**config.mk**
```make
export PLATFORM = sky130hd
export DESIGN_NAME = intel_hex_record_parser
export DESIGN_NICKNAME = d
export VERILOG_FILES = /design/src/sv/ihex_pkg.sv /design/src/sv/ihex_in_stage.sv /design/src/sv/ihex_core.sv /design/src/sv/ihex_out_stage.sv /design/src/sv/intel_hex_record_parser.sv
export SDC_FILE = /design/constraint.sdc
export NUM_CORES = 1
export LEC_CHECK = 0
export ABC_AREA = 1
export BUFFER_PORTS_ARGS = -buffer_cell sky130_fd_sc_hd__buf_2
export CORE_UTILIZATION = 56
export CTS_BUF_LIST = sky130_fd_sc_hd__clkbuf_4 sky130_fd_sc_hd__clkbuf_8
export DETAILED_ROUTE_END_ITERATION = 8
export GPL_TIMING_DRIVEN = 0
export PLACE_DENSITY_LB_ADDON = 0.3
export SLEW_MARGIN = 25
export SYNTH_ARGS = -nofsm -noshare
export SYNTH_HDL_FRONTEND = slang
export SYNTH_HIERARCHICAL = 1
export SYNTH_SLANG_ARGS = --single-unit
```
**constraint.sdc**
```tcl
create_clock -name clock -period 4.7 [get_ports clock]
set_clock_uncertainty 0.1 [all_clocks]
set_input_delay 0.705 -clock clock [delete_from_list [all_inputs] [get_ports clock]]
set_output_delay 0.705 -clock clock [all_outputs]
set_load 0.03 [all_outputs]
```
**src/sv/ihex_pkg.sv**
```systemverilog
package ihex_pkg;

   localparam int unsigned CharWidth  = 8;
   localparam int unsigned PosWidth   = 10;
   localparam int unsigned ByteWidth  = 8;
   localparam int unsigned AddrWidth  = 16;
   localparam int unsigned KWidth     = 9;

   localparam logic [PosWidth-1:0]  PosMax       = 10'd1023;
   localparam logic [PosWidth-1:0]  LineOverhead = 10'd11;
   localparam logic [PosWidth-1:0]  HeaderChars  = 10'd3;
   localparam logic [KWidth-1:0]    HeaderBytes  = 9'd4;
   localparam logic [ByteWidth-1:0] EndRecType   = 8'h01;
   localparam logic [AddrWidth-1:0] EndRecAddr   = 16'h0000;

   localparam logic [CharWidth-1:0] CharColon = 8'h3A;
   localparam logic [CharWidth-1:0] CharCr    = 8'h0D;
   localparam logic [CharWidth-1:0] CharLf    = 8'h0A;

   typedef enum logic [1:0] {
      KIND_DATA      = 2'd0,
      KIND_RECORD    = 2'd1,
      KIND_LOAD_OK   = 2'd2,
      KIND_LOAD_FAIL = 2'd3
   } kind_type;

   typedef enum logic [2:0] {
      FAIL_NONE       = 3'd0,
      FAIL_NO_COLON   = 3'd1,
      FAIL_BAD_HEX    = 3'd2,
      FAIL_LENGTH     = 3'd3,
      FAIL_CHECKSUM   = 3'd4,
      FAIL_NO_RECORDS = 3'd5,
      FAIL_NO_END     = 3'd6,
      FAIL_STRAY_CR   = 3'd7
   } fail_type;

   typedef struct packed {
      logic [CharWidth-1:0] char_code;
      logic                 end_of_input;
   } item_type;

   typedef struct packed {
      kind_type             kind;
      logic [AddrWidth-1:0] address;
      logic [ByteWidth-1:0] rtype;
      logic [ByteWidth-1:0] value;
      logic [ByteWidth-1:0] index;
      logic [ByteWidth-1:0] count;
      fail_type             code;
   } result_type;

   // {valid, nibble}
   function automatic logic [4:0] hex_decode(input logic [CharWidth-1:0] c);
      logic [4:0] r;
      r = 5'd0;
      case (c) inside
         [8'h30:8'h39]: r = {1'b1, 4'(c - 8'h30)};
         [8'h41:8'h46]: r = {1'b1, 4'(c - 8'h37)};
         [8'h61:8'h66]: r = {1'b1, 4'(c - 8'h57)};
         default:       r = 5'd0;
      endcase
      return r;
   endfunction

endpackage

```
**src/sv/ihex_in_stage.sv**
```systemverilog
module ihex_in_stage
   import ihex_pkg::*;
(
   input  logic     clock,
   input  logic     reset,
   input  logic     req_valid,
   output logic     req_stall,
   input  item_type req_item,
   input  logic     fire,
   output logic     in_valid,
   output item_type in_item
);

   logic     vld_ff, vld_in;
   item_type item_ff;
   logic     accept;

   assign req_stall = vld_ff && !fire;
   assign accept    = req_valid && !req_stall;

   always_comb begin
      vld_in = vld_ff;
      if (accept) begin
         vld_in = 1'b1;
      end else if (fire) begin
         vld_in = 1'b0;
      end
   end

   always_ff @(posedge clock) begin
      if (reset) begin
         vld_ff <= 1'b0;
      end else begin
         vld_ff <= vld_in;
      end
   end

   always_ff @(posedge clock) begin
      if (accept) begin
         item_ff <= req_item;
      end
   end

   assign in_valid = vld_ff;
   assign in_item  = item_ff;

endmodule

```
**src/sv/ihex_core.sv**
```systemverilog
module ihex_core
   import ihex_pkg::*;
(
   input  logic       clock,
   input  logic       reset,
   input  logic       fire,
   input  item_type   item,
   output logic       res_valid,
   output result_type res
);

   logic [PosWidth-1:0]  pos_ff, pos_in;
   logic [ByteWidth-1:0] count_ff, count_in;
   logic [AddrWidth-1:0] addr_ff, addr_in;
   logic [ByteWidth-1:0] type_ff, type_in;
   logic [ByteWidth-1:0] sum_ff, sum_in;
   logic [3:0]           hi_ff, hi_in;
   logic                 pcr_ff, pcr_in;
   logic                 failed_ff, failed_in;
   logic                 seen_ff, seen_in;
   logic                 lastend_ff, lastend_in;

   logic [4:0]           hex;
   logic [PosWidth-1:0]  target;
   logic [PosWidth-1:0]  pos_m2;
   logic [KWidth-1:0]    k;
   logic [KWidth-1:0]    k_data;
   logic [KWidth-1:0]    k_limit;
   logic [ByteWidth-1:0] b;
   fail_type             fin_code;
   logic                 fin_end;
   logic                 seen_v, last_v, fin_fail;

   assign hex     = hex_decode(item.char_code);
   assign target  = LineOverhead + {1'b0, count_ff, 1'b0};
   assign pos_m2  = pos_ff - 10'd2;
   assign k       = pos_m2[PosWidth-1:1];
   assign k_data  = k - HeaderBytes;
   assign k_limit = HeaderBytes + {1'b0, count_ff};
   assign b       = {hi_ff, hex[3:0]};
   assign fin_end = (addr_ff == EndRecAddr) && (count_ff == '0) && (type_ff == EndRecType);

   always_comb begin
      if (pos_ff == '0) begin
         fin_code = FAIL_NO_COLON;
      end else if (pos_ff != target) begin
         fin_code = FAIL_LENGTH;
      end else if (sum_ff != '0) begin
         fin_code = FAIL_CHECKSUM;
      end else begin
         fin_code = FAIL_NONE;
      end
   end

   always_comb begin
      pos_in     = pos_ff;
      count_in   = count_ff;
      addr_in    = addr_ff;
      type_in    = type_ff;
      sum_in     = sum_ff;
      hi_in      = hi_ff;
      pcr_in     = pcr_ff;
      failed_in  = failed_ff;
      seen_in    = seen_ff;
      lastend_in = lastend_ff;
      seen_v     = seen_ff;
      last_v     = lastend_ff;
      fin_fail   = 1'b0;
      res_valid  = 1'b0;
      res.kind    = KIND_DATA;
      res.address = addr_ff;
      res.rtype   = type_ff;
      res.value   = '0;
      res.index   = '0;
      res.count   = count_ff;
      res.code    = FAIL_NONE;

      if (fire && !failed_ff) begin
         if (item.end_of_input) begin
            // unterminated last line
            if (pos_ff != '0 || pcr_ff) begin
               if (fin_code != FAIL_NONE) begin
                  fin_fail = 1'b1;
               end else begin
                  seen_v = 1'b1;
                  last_v = fin_end;
               end
               pos_in = '0;
               sum_in = '0;
               hi_in  = '0;
               pcr_in = 1'b0;
            end
            seen_in    = seen_v;
            lastend_in = last_v;
            res_valid  = 1'b1;
            if (fin_fail) begin
               res.kind  = KIND_LOAD_FAIL;
               res.code  = fin_code;
               failed_in = 1'b1;
            end else if (!seen_v) begin
               res.kind  = KIND_LOAD_FAIL;
               res.code  = FAIL_NO_RECORDS;
               failed_in = 1'b1;
            end else if (!last_v) begin
               res.kind  = KIND_LOAD_FAIL;
               res.code  = FAIL_NO_END;
               failed_in = 1'b1;
            end else begin
               res.kind   = KIND_LOAD_OK;
               pos_in     = '0;
               count_in   = '0;
               addr_in    = '0;
               type_in    = '0;
               sum_in     = '0;
               hi_in      = '0;
               pcr_in     = 1'b0;
               seen_in    = 1'b0;
               lastend_in = 1'b0;
            end
         end else if (pcr_ff && item.char_code != CharLf) begin
            res_valid = 1'b1;
            res.kind  = KIND_LOAD_FAIL;
            res.code  = FAIL_STRAY_CR;
            failed_in = 1'b1;
         end else if (item.char_code == CharCr) begin
            pcr_in = 1'b1;
         end else if (item.char_code == CharLf) begin
            pos_in    = '0;
            sum_in    = '0;
            hi_in     = '0;
            pcr_in    = 1'b0;
            res_valid = 1'b1;
            if (fin_code != FAIL_NONE) begin
               res.kind  = KIND_LOAD_FAIL;
               res.code  = fin_code;
               failed_in = 1'b1;
            end else begin
               res.kind   = KIND_RECORD;
               seen_in    = 1'b1;
               lastend_in = fin_end;
            end
         end else begin
            if (pos_ff < PosMax) begin
               pos_in = pos_ff + 10'd1;
            end
            if (pos_ff == '0) begin
               if (item.char_code != CharColon) begin
                  res_valid = 1'b1;
                  res.kind  = KIND_LOAD_FAIL;
                  res.code  = FAIL_NO_COLON;
                  failed_in = 1'b1;
               end
            end else if (!hex[4]) begin
               res_valid = 1'b1;
               res.kind  = KIND_LOAD_FAIL;
               res.code  = FAIL_BAD_HEX;
               failed_in = 1'b1;
            end else if (pos_ff >= HeaderChars && pos_ff >= target) begin
               res_valid = 1'b1;
               res.kind  = KIND_LOAD_FAIL;
               res.code  = FAIL_LENGTH;
               failed_in = 1'b1;
            end else if (pos_ff[0]) begin
               hi_in = hex[3:0];
            end else begin
               sum_in = sum_ff + b;
               case (k)
                  9'd0:    count_in = b;
                  9'd1:    addr_in  = {b, addr_ff[7:0]};
                  9'd2:    addr_in  = {addr_ff[15:8], b};
                  9'd3:    type_in  = b;
                  default: begin
                     if (k < k_limit) begin
                        res_valid = 1'b1;
                        res.kind  = KIND_DATA;
                        res.value = b;
                        res.index = k_data[ByteWidth-1:0];
                     end
                  end
               endcase
            end
         end
      end
   end

   always_ff @(posedge clock) begin
      if (reset) begin
         pos_ff     <= '0;
         count_ff   <= '0;
         addr_ff    <= '0;
         type_ff    <= '0;
         sum_ff     <= '0;
         hi_ff      <= '0;
         pcr_ff     <= 1'b0;
         failed_ff  <= 1'b0;
         seen_ff    <= 1'b0;
         lastend_ff <= 1'b0;
      end else begin
         pos_ff     <= pos_in;
         count_ff   <= count_in;
         addr_ff    <= addr_in;
         type_ff    <= type_in;
         sum_ff     <= sum_in;
         hi_ff      <= hi_in;
         pcr_ff     <= pcr_in;
         failed_ff  <= failed_in;
         seen_ff    <= seen_in;
         lastend_ff <= lastend_in;
      end
   end

endmodule

```
**src/sv/ihex_out_stage.sv**
```systemverilog
module ihex_out_stage
   import ihex_pkg::*;
(
   input  logic       clock,
   input  logic       reset,
   input  logic       fire,
   input  logic       res_valid,
   input  result_type res,
   output logic       out_free,
   output logic       rsp_valid,
   input  logic       rsp_stall,
   output result_type rsp_res
);

   logic       vld_ff, vld_in;
   result_type res_ff;
   logic       load;

   assign out_free = !vld_ff || !rsp_stall;
   assign load     = fire && res_valid;

   always_comb begin
      vld_in = vld_ff;
      if (load) begin
         vld_in = 1'b1;
      end else if (vld_ff && !rsp_stall) begin
         vld_in = 1'b0;
      end
   end

   always_ff @(posedge clock) begin
      if (reset) begin
         vld_ff <= 1'b0;
      end else begin
         vld_ff <= vld_in;
      end
   end

   always_ff @(posedge clock) begin
      if (load) begin
         res_ff <= res;
      end
   end

   assign rsp_valid = vld_ff;
   assign rsp_res   = res_ff;

endmodule

```
**src/sv/intel_hex_record_parser.sv**
```systemverilog
// Intel HEX record parser
// input channel: one ASCII character per beat on req_char_code, or an end of text
// marker on req_end_of_input; handshake is req_valid / req_stall
// result channel: at most one beat per input beat on the rsp_ ports, handshake
// rsp_valid / rsp_stall: data bytes as they are parsed, record complete at each
// LF, load ok or load failed at end of text, or load failed at the first error
// a character accepted into the input register is parsed and its result is loaded
// into the result register; one character enters every cycle while results drain
// throughput is set by the single parse step between the input register and
// the result register
// after a failure every further beat is taken and gives no result until reset
// after load ok the parser is back in its reset state, ready for a new text
// reset (synchronous, active high) clears the parser state and both stages
// when rsp_stall is high the held result stays put; the input register still
// fills, and only then does req_stall rise
module intel_hex_record_parser
   import ihex_pkg::*;
(
   input  logic        clock,
   input  logic        reset,
   input  logic        req_valid,
   output logic        req_stall,
   input  logic [7:0]  req_char_code,
   input  logic        req_end_of_input,
   output logic        rsp_valid,
   input  logic        rsp_stall,
   output logic [1:0]  rsp_result_kind,
   output logic [15:0] rsp_record_address,
   output logic [7:0]  rsp_record_type,
   output logic [7:0]  rsp_data_value,
   output logic [7:0]  rsp_data_index,
   output logic [7:0]  rsp_byte_count,
   output logic [2:0]  rsp_failure_code
);

   item_type   req_item, in_item;
   logic       in_valid, out_free, fire, res_valid;
   result_type res, rsp_res;

   assign req_item.char_code    = req_char_code;
   assign req_item.end_of_input = req_end_of_input;
   assign fire = in_valid && out_free;

   ihex_in_stage u_in (
      .clock     (clock),
      .reset     (reset),
      .req_valid (req_valid),
      .req_stall (req_stall),
      .req_item  (req_item),
      .fire      (fire),
      .in_valid  (in_valid),
      .in_item   (in_item)
   );

   ihex_core u_core (
      .clock     (clock),
      .reset     (reset),
      .fire      (fire),
      .item      (in_item),
      .res_valid (res_valid),
      .res       (res)
   );

   ihex_out_stage u_out (
      .clock     (clock),
      .reset     (reset),
      .fire      (fire),
      .res_valid (res_valid),
      .res       (res),
      .out_free  (out_free),
      .rsp_valid (rsp_valid),
      .rsp_stall (rsp_stall),
      .rsp_res   (rsp_res)
   );

   assign rsp_result_kind    = rsp_res.kind;
   assign rsp_record_address = rsp_res.address;
   assign rsp_record_type    = rsp_res.rtype;
   assign rsp_data_value     = rsp_res.value;
   assign rsp_data_index     = rsp_res.index;
   assign rsp_byte_count     = rsp_res.count;
   assign rsp_failure_code   = rsp_res.code;

endmodule

```
==> reports/metrics.cfg, run 1 <==
[status]
status = finished, final reports clean

[floorplanning]
placementRows = 40
die-area_sq_mm = 0.0131
die_x_um = 114
start_util_pct = 58.0
io_pins = 68
core-area_sq_mm = 0.0122
die_h_um = 114

[yosys]
async_flop_share_pct = 0
ys_ff_latch = 122
synth_area_leaders = edfxtp_1 26%, dfxtp_1 17%, nand2_1 9.2%, ha_1 6.7%, nor2_1 6.6%
yosys.area.top_type = edfxtp_1
synthTopCellsByCount = 173 x nand2_1, 125 x nor2_1, 97 x inv_1
syn_area_sq_mm = 0.00706
synth_top_area_share_pct = 26.4
synthFlopType = edfxtp_1
syn_area_per_cell_sq_um = 7.88
ys_seq_area_share_pct = 43.4
yosysUniqueCellTypes = 47
syn_nets = 948
synth_edf_count = 62
synthesis.instances = 896
yosysMostFrequentCell = nand2_1
yosysWarnings = 6

[finish]
nets = 1035
utilization_pct = 66.2
final_cell_count_no_fill = 1164
area_growth_pct = 14.0
drive_above_1_share_pct = 18.2
n_antenna_cell = 0
nFillCells = 1068

[flow_run]
max_cap_viol_count = 0

[place]
dpl.cell_count = 1132
routabilityCongestion = 0.938
dp.final_hpwl_um = 12500
port_buffers = 67

[global_route]
grt_use_total_pct = 27.3
antenna_found_initial = 0
grt_pass1_vias = 5579
grt_max_degree = 39
overflow = 0
grt_pass1_wl_um = 27100

[worst_setup_path]
r2r-end = u_out/rsp_res[38]$_DFFE_PP_
endpoint = u_out/rsp_res[38]$_DFFE_PP_
cp_top_family = simple AND/OR/NAND/NOR gates
cp_max_fo = 38
r2r_slack_ns = 0.73
rr_worst_depth = 17
path_depth = 17
startpoint = u_core/count_ff[0]$_SDFFE_PP0P_
rr_startpoint = u_core/count_ff[0]$_SDFFE_PP0P_
crit_top_cell = nand2_1
critPathSlowestCell = dfxtp_1
cp-start-kind = register
crit_path_end_kind = register
criticalPathCategory = reg -> reg
crit_buf_inv = 3
critical_path.cell_chain = inv_1 -> o21ai_0 -> nand4_1 -> xor2_1 -> ha_1 -> nand2_1 -> nor2_1 -> nand3_1 -> nand3_1 -> nand2_1 -> nand2_1 -> o21a_1 -> nor2_1 -> a21oi_1 -> nand2_1 -> inv_2 -> buf_12
crit_required_ns = 4.74
critPathMaxStageDelay_ns = 0.44
cp.arrival_ns = 4.02

[power]
leakagePower_nw = 3.56
peakVddDrop_v = 0.000155
cellPowerDensity_mw_per_mm2 = 332
power_w = 0.00268

[clock_network]
cts_resized = 0
worstSkewPairLatency_ns = 0.45
clk_pin_slew_ns = 0.08
cts_hold_buf = 0
cts_buffer_depth = 2
cts_made_buffers = 17
cts.sinks = 122
post-cts-setup-buffer-count = 0
cts_tree = done
htreeDepth = 4
cts-root-buf = clkbuf_8

[sta]
period_minus_slack_ns = 3.97
timing.final.crit_share_pct = 84.5
tightest_slew_ns = 0.789
rsz0062_at_grt = false
setup_tns_ns = 0
setup_viol = 0
drv_slew = 0
slew-limit-headroom_pct = 46.9
hold_violations = 0
max_freq_mhz = 252

[drt]
detail-route-antenna-nets = 0
drt_wl_total_um = 16500
drtIter0Drc = 571
wl_per_cell_um = 14.1
dr.pass1.iters = 5
viasPerCell = 5.37
route.detailed.drc = 0
vias = 6256

[hold_path]
hold_path_class = in -> reg

[state kept, by name (all words and copies together), names as in the netlist]
signal and count:
u_core/count_ff 8, u_core/type_ff 8, u_core/seen_ff 1, u_core/failed_ff 1
u_core/pos_ff 10, u_out/rsp_res 53, u_in/in_valid 1, u_core/sum_ff 8
u_out/rsp_valid 1, u_core/addr_ff 16, u_in/in_item 9, u_core/lastend_ff 1
u_core/hi_ff 4, u_core/pcr_ff 1
[layer usage]
| metal | global-route usage, % | up-vias | wire (um) |
|---|---|---|---|
| met3 | 5.61 | 31 | 1250 |
| met2 | 41.5 | 271 | 7320 |
| met5 | 0 | - | 0 |
| met1 | 36.8 | 2819 | 7470 |
| met4 | 14.0 | 0 | 402 |
| li1 | - | 3135 | - |
[cell type report]
type                    count  area, sq um  area share [%]
plain buffers              25          136            1.69
clock buffers              20          263            3.26
clock inverters            12          163            2.02
inverters                 110          418            5.19
multi-input cells         639         3440            42.8
flip-flops and latches    122         3060            38.0
well taps                 168          210            2.61
repair buffers             68          355            4.41
[cells in the final DEF, fill, tap and decap left out, drive strengths merged, types with 2 or more instances in the layout]
| master | n |
|---|---|
| edfxtp | 62 |
| o21a | 2 |
| buf | 81 |
| nor3 | 19 |
| a21oi | 62 |
| nor4 | 3 |
| nor2 | 151 |
| o21ai | 52 |
| ha | 38 |
| or2 | 3 |
| dfxtp | 60 |
| clkinv | 5 |
| nand4 | 12 |
| inv | 112 |
| nand3 | 65 |
| o211ai | 3 |
| bufinv | 3 |
| nand2 | 189 |
| clkinvlp | 2 |
| a31oi | 11 |
| xnor2 | 4 |
| xor2 | 15 |
| clkbuf | 32 |
[where the power goes]
group	switching [W]	internal (W)	total (W)
Combinational	0.000341	0.000155	0.000496
Clock	0.000435	0.000556	0.000991
Sequential	0.0000348	0.00115	0.00119
[stage by stage]
stage	setup slack (ns)	hold slack, ns	cell area [sq um]
final	0.726	0.323	8050
after CTS	0.750	0.297	8050
after global placement	-0.0605	0.313	7600
after global routing	0.454	0.298	8050
after detailed placement	0.795	0.317	7620
after floorplan	0.898	0.306	7060
[kinds of logic after synthesis]
logic type,Yosys count,share of synthesized area [%]
buf+inv,135,7.85
simple gates,444,29.0
compound gates,137,10.4
flops,122,43.4
xor+xnor,19,2.36
fa+ha+maj,39,7.02
[worst min path at each step]
stage,start,to,cells past startpoint
floorplan,u_core/count_ff[7]$_SDFFE_PP0P_,u_out/rsp_res[10]$_DFFE_PP_,0
global placement,u_core/addr_ff[2]$_SDFFE_PP0P_,u_out/rsp_res[37]$_DFFE_PP_,0
detailed placement,u_core/addr_ff[2]$_SDFFE_PP0P_,u_out/rsp_res[37]$_DFFE_PP_,0
CTS,req_char_code[6],u_in/in_item[7]$_DFFE_PP_,1
global route,req_char_code[6],u_in/in_item[7]$_DFFE_PP_,1
finish,req_char_code[4],u_in/in_item[5]$_DFFE_PP_,1
No activity file was read; power rests on OpenSTA's default activity.
==> run 2, diff against run 1 <==
ABC_AREA = 0   (was 1)
clock period = 4.1 ns   (was 4.7 ns; I/O delays follow)
==> run 2 against run 1 <==
Against the previous run: hold slack worse by 0.080 ns; fmax up 1.2%; wire length down 0.49%; cell count down 25%.
==> reports/metrics.cfg, run 2 <==
[sta]
slew-limit-headroom_pct = 54.9
max_freq_mhz = 255
hold_ws_ns = 0.243
period_minus_slack_ns = 3.93
tightest_slew_ns = 0.670
timing.final.crit_share_pct = 95.8
setup_viol = 0
hold_violations = 0
rsz0062_at_grt = false
drv_slew = 0

[yosys]
synth_area_leaders = edfxtp_1 29%, dfxtp_1 19%, ha_1 7.3%, mux2i_1 3.7%, nand2b_1 3.3%
yosysMostFrequentCell = edfxtp_1
synthFlopType = edfxtp_1
yosysUniqueCellTypes = 72
ys_seq_area_share_pct = 47.3
synth-compound-area-share_pct = 13.8
synth_edf_count = 62
synthXorXnorAreaFrac_pct = 3.65
synth_top_family_by_area = simple AND/OR/NAND/NOR gates
syn_nets = 688
yosysWarnings = 6
synthesis.instances = 636
syn_area_per_cell_sq_um = 10.2
ys_ff_latch = 122
synth_top_area_share_pct = 28.8
async_flop_share_pct = 0
synth-simple-area-share_pct = 20.3
muxShareOfSynthArea_pct = 3.89
yosys.area.top_type = edfxtp_1
synth-adder-area-share_pct = 7.81
synthTopCellsByCount = 62 x edfxtp_1, 60 x dfxtp_1, 55 x nor2_1
syn_area_sq_mm = 0.00647

[clock_network]
cts_hold_buf = 0
cts_made_buffers = 17
worstSkewPairLatency_ns = 0.44
cts_buffer_depth = 2
clk_pin_slew_ns = 0.08
cts.sinks = 122
htreeDepth = 4
cts-root-buf = clkbuf_8
cts_tree = done

[floorplanning]
die_h_um = 109
die-area_sq_mm = 0.0120
core-area_sq_mm = 0.0110
placementRows = 38
io_pins = 68
die_x_um = 109
start_util_pct = 58.7

[drt]
viasPerCell = 6.18
route.detailed.drc = 0
detail-route-antenna-nets = 0
drtIter0Drc = 483
wl_per_cell_um = 18.7
drt_wl_total_um = 16400
dr.pass1.iters = 5
vias = 5418

[worst_setup_path]
cp-start-kind = register
crit_buf_inv = 5
cp_max_fo = 27
critical_path.cell_chain = clkbuf_2 -> inv_1 -> ha_1 -> clkbuf_1 -> nor2b_1 -> or2_2 -> ha_1 -> o21ai_0 -> nand2b_1 -> a31oi_1 -> a311o_1 -> nand2_1 -> a21oi_1 -> nand2_1 -> clkinv_4 -> buf_12
rr_startpoint = u_core/pos_ff[2]$_SDFFE_PP0P_
rr_worst_depth = 16
crit_path_end_kind = register
critPathSlowestCell = dfxtp_1
r2r-end = u_out/rsp_res[43]$_DFFE_PP_
crit_required_ns = 4.14
cp.arrival_ns = 3.97
r2r_slack_ns = 0.17
critPathMaxStageDelay_ns = 0.43
criticalPathCategory = reg -> reg
cp_top_family = buffers and inverters

[finish]
final_area_sq_mm = 0.00744
drive_above_1_share_pct = 18.1
nFillCells = 841
final_common_cell = buf_2
area.sequential_sq_mm = 0.00307
final_cell_mix = 70 x buf_2, 62 x edfxtp_1, 58 x dfxtp_1
area_growth_pct = 15.0
nets = 775
multi_input_area_sq_mm = 0.00323
largest_register_ffs = 53
n_antenna_cell = 0

[place]
dp.final_hpwl_um = 11800
placed_area_sq_mm = 0.00700
port_buffers = 67
routabilityCongestion = 0.943

[global_route]
grt_max_degree = 28
grt_pass1_vias = 4930
grt_use_total_pct = 28.6
overflow = 0
grt_pass1_wl_um = 25500
antenna_found_initial = 0

[hold_path]
hp-start = req_char_code[7]
hold_path_class = in -> reg
holdPathEnd = u_in/in_item[8]$_DFFE_PP_
hold_depth = 1

[status]
status = finished, final reports clean

[flow_run]
max_cap_viol_count = 0

[power]
peakVddDrop_v = 0.000232
cellPowerDensity_mw_per_mm2 = 349
leakagePower_nw = 2.84
power_w = 0.00260

[run 2: final cells by class]
type / count / area share, %
Timing Repair Buffer: 69 / 4.88
Clock buffer: 17 / 3.14
Clock inverter: 15 / 2.22
Tap cell: 140 / 2.35
Inverter: 27 / 1.43
Multi-Input combinational cell: 462 / 43.5
Sequential cell: 122 / 41.2
Buffer: 24 / 1.33
[run 2: per-stage QoR]
step / TNS [ns] / setup WS [ns] / instances / utilization [%]
after CTS: 0 / 0.0385 / 877 / 67.2
final: 0 / 0.172 / 876 / 67.5
after floorplan: 0 / 0.0536 / 636 / -
after global placement: -46.74 / -0.854 / 843 / 63.3
after detailed placement: -7.14 / -0.287 / 844 / 63.5
after global routing: 0 / 0.00461 / 876 / 67.5
[run 2: where the power goes]
part           switching (W)  total (W)  internal, W  leakage, nW
Clock               0.000539    0.00109     0.000551        0.195
Combinational       0.000134   0.000194    0.0000606         1.59
Sequential         0.0000127    0.00131      0.00130         1.05
Total               0.000686    0.00260      0.00191         2.84
[run 2: layer usage]
metal | routed length, um | GRT usage (%) | vias to the layer above
met5 | 0 | 0 | -
met4 | 547 | 14.2 | 0
met3 | 1130 | 4.98 | 41
met2 | 7770 | 45.5 | 298
met1 | 6920 | 37.8 | 2575
li1 | - | - | 2504
[run 2: how the worst max path moves through the flow]
stage               cells after the start                       startpoint  slack [ns]                          end
floorplan                              15    u_core/pos_ff[2]$_SDFFE_PP0P_        0.05   u_out/rsp_res[0]$_DFFE_PP_
global placement                       15    u_core/pos_ff[2]$_SDFFE_PP0P_       -0.85  u_out/rsp_res[47]$_DFFE_PP_
detailed placement                     13  u_core/count_ff[2]$_SDFFE_PP0P_       -0.29  u_out/rsp_res[18]$_DFFE_PP_
CTS                                    16    u_core/pos_ff[2]$_SDFFE_PP0P_        0.04   u_out/rsp_res[6]$_DFFE_PP_
global route                           16    u_core/pos_ff[2]$_SDFFE_PP0P_       0.005   u_out/rsp_res[6]$_DFFE_PP_
finish                                 16    u_core/pos_ff[2]$_SDFFE_PP0P_        0.17  u_out/rsp_res[43]$_DFFE_PP_
[run 2: kinds of logic after synthesis]
family	count (synthesis)
simple gates	245
compound gates	125
flops	122
buf+inv	52
fa+ha+maj	40
xor+xnor	27
mux	25
[run 2: what timing repair did]
action,CTS,global route
gates resized for setup,4,10
pin swaps,1,0
cloned,0,0
setup endpoints to repair,44,62
buffers inserted,1,0
==> run 3, diff against run 2 <==
GPL_TIMING_DRIVEN = default   (was 0)
==> run 3 against run 2 <==
Against the previous run: critical path depth shrank 4; register-to-register slack gained 0.09 ns; fmax increased by 2.3%; count of clock-buffer cells in the layout is 3 higher; critical path type unchanged; largest cell class unchanged; highest routed layer unchanged.
==> reports/metrics.cfg, run 3 (same netlist as run 2, synthesis figures left out) <==
[status]
status = finished, final reports clean

[drt]
drt_wl_total_um = 15300
drtIter0Drc = 338
detail-route-antenna-nets = 0
route.detailed.drc = 0
wl_per_cell_um = 17.8
vias = 5187
viasPerCell = 6.02
dr.pass1.iters = 7

[worst_setup_path]
crit_buf_inv = 1
cp.arrival_ns = 4.05
rr_worst_depth = 12
critical_path.cell_chain = inv_1 -> ha_1 -> a21oi_1 -> xor2_1 -> ha_1 -> nand4_1 -> nor2_1 -> o311ai_0 -> nand3_2 -> o31ai_4 -> a31oi_2 -> a22o_1
r2r-end = u_core/addr_ff[4]$_SDFFE_PP0P_
r2r_slack_ns = 0.26
criticalPathCategory = reg -> reg
cp-start-kind = register
crit_path_end_kind = register
crit_top_cell = ha_1
rr_startpoint = u_core/count_ff[2]$_SDFFE_PP0P_
cp_top_family = compound AO/OA/AOI/OAI gates
critPathSlowestCell = o311ai_0
crit_required_ns = 4.31
critPathMaxStageDelay_ns = 0.50
cp_max_fo = 8

[global_route]
grt_max_degree = 54
grt_use_total_pct = 26.9
overflow = 0
grt_pass1_wl_um = 24300
antenna_found_initial = 0
grt_pass1_vias = 4879

[place]
placed_area_sq_mm = 0.00697
port_buffers = 67
dp.final_hpwl_um = 11100
routabilityCongestion = 0.945

[hold_path]
holdPathEnd = u_in/in_item[8]$_DFFE_PP_
hp-start = req_char_code[7]
hold_depth = 1
hold_path_class = in -> reg

[sta]
rsz0062_at_grt = false
drv_slew = 0
timing.final.crit_share_pct = 93.7
setup_tns_ns = 0
max_freq_mhz = 260
setup_viol = 0
hold_violations = 0
tightest_slew_ns = 0.694
slew-limit-headroom_pct = 53.7
period_minus_slack_ns = 3.84

[power]
cellPowerDensity_mw_per_mm2 = 339
leakagePower_nw = 2.84
peakVddDrop_v = 0.000201

[clock_network]
cts_tree = done
cts.sinks = 122
htreeDepth = 4
clk_pin_slew_ns = 0.07
cts_buffer_depth = 2
worstSkewPairLatency_ns = 0.43
cts_made_buffers = 17
cts-root-buf = clkbuf_8
cts_hold_buf = 0

[floorplanning]
die_h_um = 109
placementRows = 38
die_x_um = 109
io_pins = 68
die-area_sq_mm = 0.0120
start_util_pct = 58.7
core-area_sq_mm = 0.0110

[flow_run]
max_cap_viol_count = 0

[finish]
area_growth_pct = 13.5
final_area_sq_mm = 0.00734
drive_above_1_share_pct = 18.4
nets = 760
n_antenna_cell = 0
largest_register_ffs = 53
final_common_cell = buf_2
final_cell_mix = 67 x buf_2, 62 x edfxtp_1, 60 x dfxtp_1

## run 3: cell types whose count changed in the layout (fill, tap and decap cells not counted), moves of 2 or more
| cell | before | now |
|---|---|---|
| clkbuf_4 | 0 | 2 |
| dfxtp_1 | 58 | 60 |
| inv_6 | 4 | 0 |
| clkinvlp_4 | 3 | 1 |
| dfxtp_2 | 2 | 0 |
| clkbuf_1 | 19 | 0 |
| clkinv_2 | 2 | 6 |
| buf_2 | 70 | 67 |
| buf_4 | 2 | 10 |
## run 3: through the flow
step / cells / hold WS (ns) / setup WS, ns / total power, W / util [%]
floorplan: 636 / 0.306 / 0.0536 / 0.00147 / -
global placement: 829 / 0.345 / 0.438 / 0.00152 / 63.2
detailed placement: 829 / 0.345 / 0.221 / 0.00153 / 63.2
CTS: 861 / 0.240 / 0.160 / 0.00249 / 66.5
global route: 861 / 0.235 / 0.0403 / 0.00257 / 66.5
finish: 861 / 0.259 / 0.260 / 0.00249 / 66.5
## run 3: routing by layer
layer | wire length [um] | vias to the layer above | track usage, % | part of all wire, %
met2 | 7530 | 199 | 45.5 | 49
met3 | 924 | 19 | 5.81 | 6.0
li1 | - | 2480 | - | -
met1 | 6620 | 2489 | 33.7 | 43
met4 | 265 | 0 | 10.0 | 1.7
met5 | 0 | - | 0 | 0
## run 3: how the worst max path moves through the flow
stage | cells past startpoint | to | start
finish | 12 | u_core/addr_ff[4]$_SDFFE_PP0P_ | u_core/count_ff[2]$_SDFFE_PP0P_
CTS | 12 | u_core/type_ff[0]$_SDFFE_PP0P_ | u_core/count_ff[2]$_SDFFE_PP0P_
floorplan | 15 | u_out/rsp_res[0]$_DFFE_PP_ | u_core/pos_ff[2]$_SDFFE_PP0P_
global route | 14 | u_out/rsp_res[14]$_DFFE_PP_ | u_core/count_ff[2]$_SDFFE_PP0P_
detailed placement | 12 | u_core/type_ff[0]$_SDFFE_PP0P_ | u_core/count_ff[2]$_SDFFE_PP0P_
global placement | 12 | u_core/type_ff[5]$_SDFFE_PP0P_ | u_core/count_ff[2]$_SDFFE_PP0P_
## run 3: repair_timing
item | CTS | global route
setup buffers | 0 | 0
gates resized for setup | 0 | 1
endpoints found under the setup margin | 0 | 8
## run 3: cell type report
type	instances	area, sq um
Inverter	27	101
Timing Repair Buffer	78	430
Clock inverter	12	103
Sequential cell	122	3060
Tap cell	140	175
Fill cell	857	3690
Clock buffer	20	263
Multi-Input combinational cell	462	3210
## run 3: report_power, final
part | switching (W) | leakage [nW] | internal, W | total, W
registers | 0.0000141 | 1.05 | 0.00130 | 0.00132
logic | 0.000125 | 1.59 | 0.0000611 | 0.000186
clock network | 0.000479 | 0.193 | 0.000504 | 0.000984
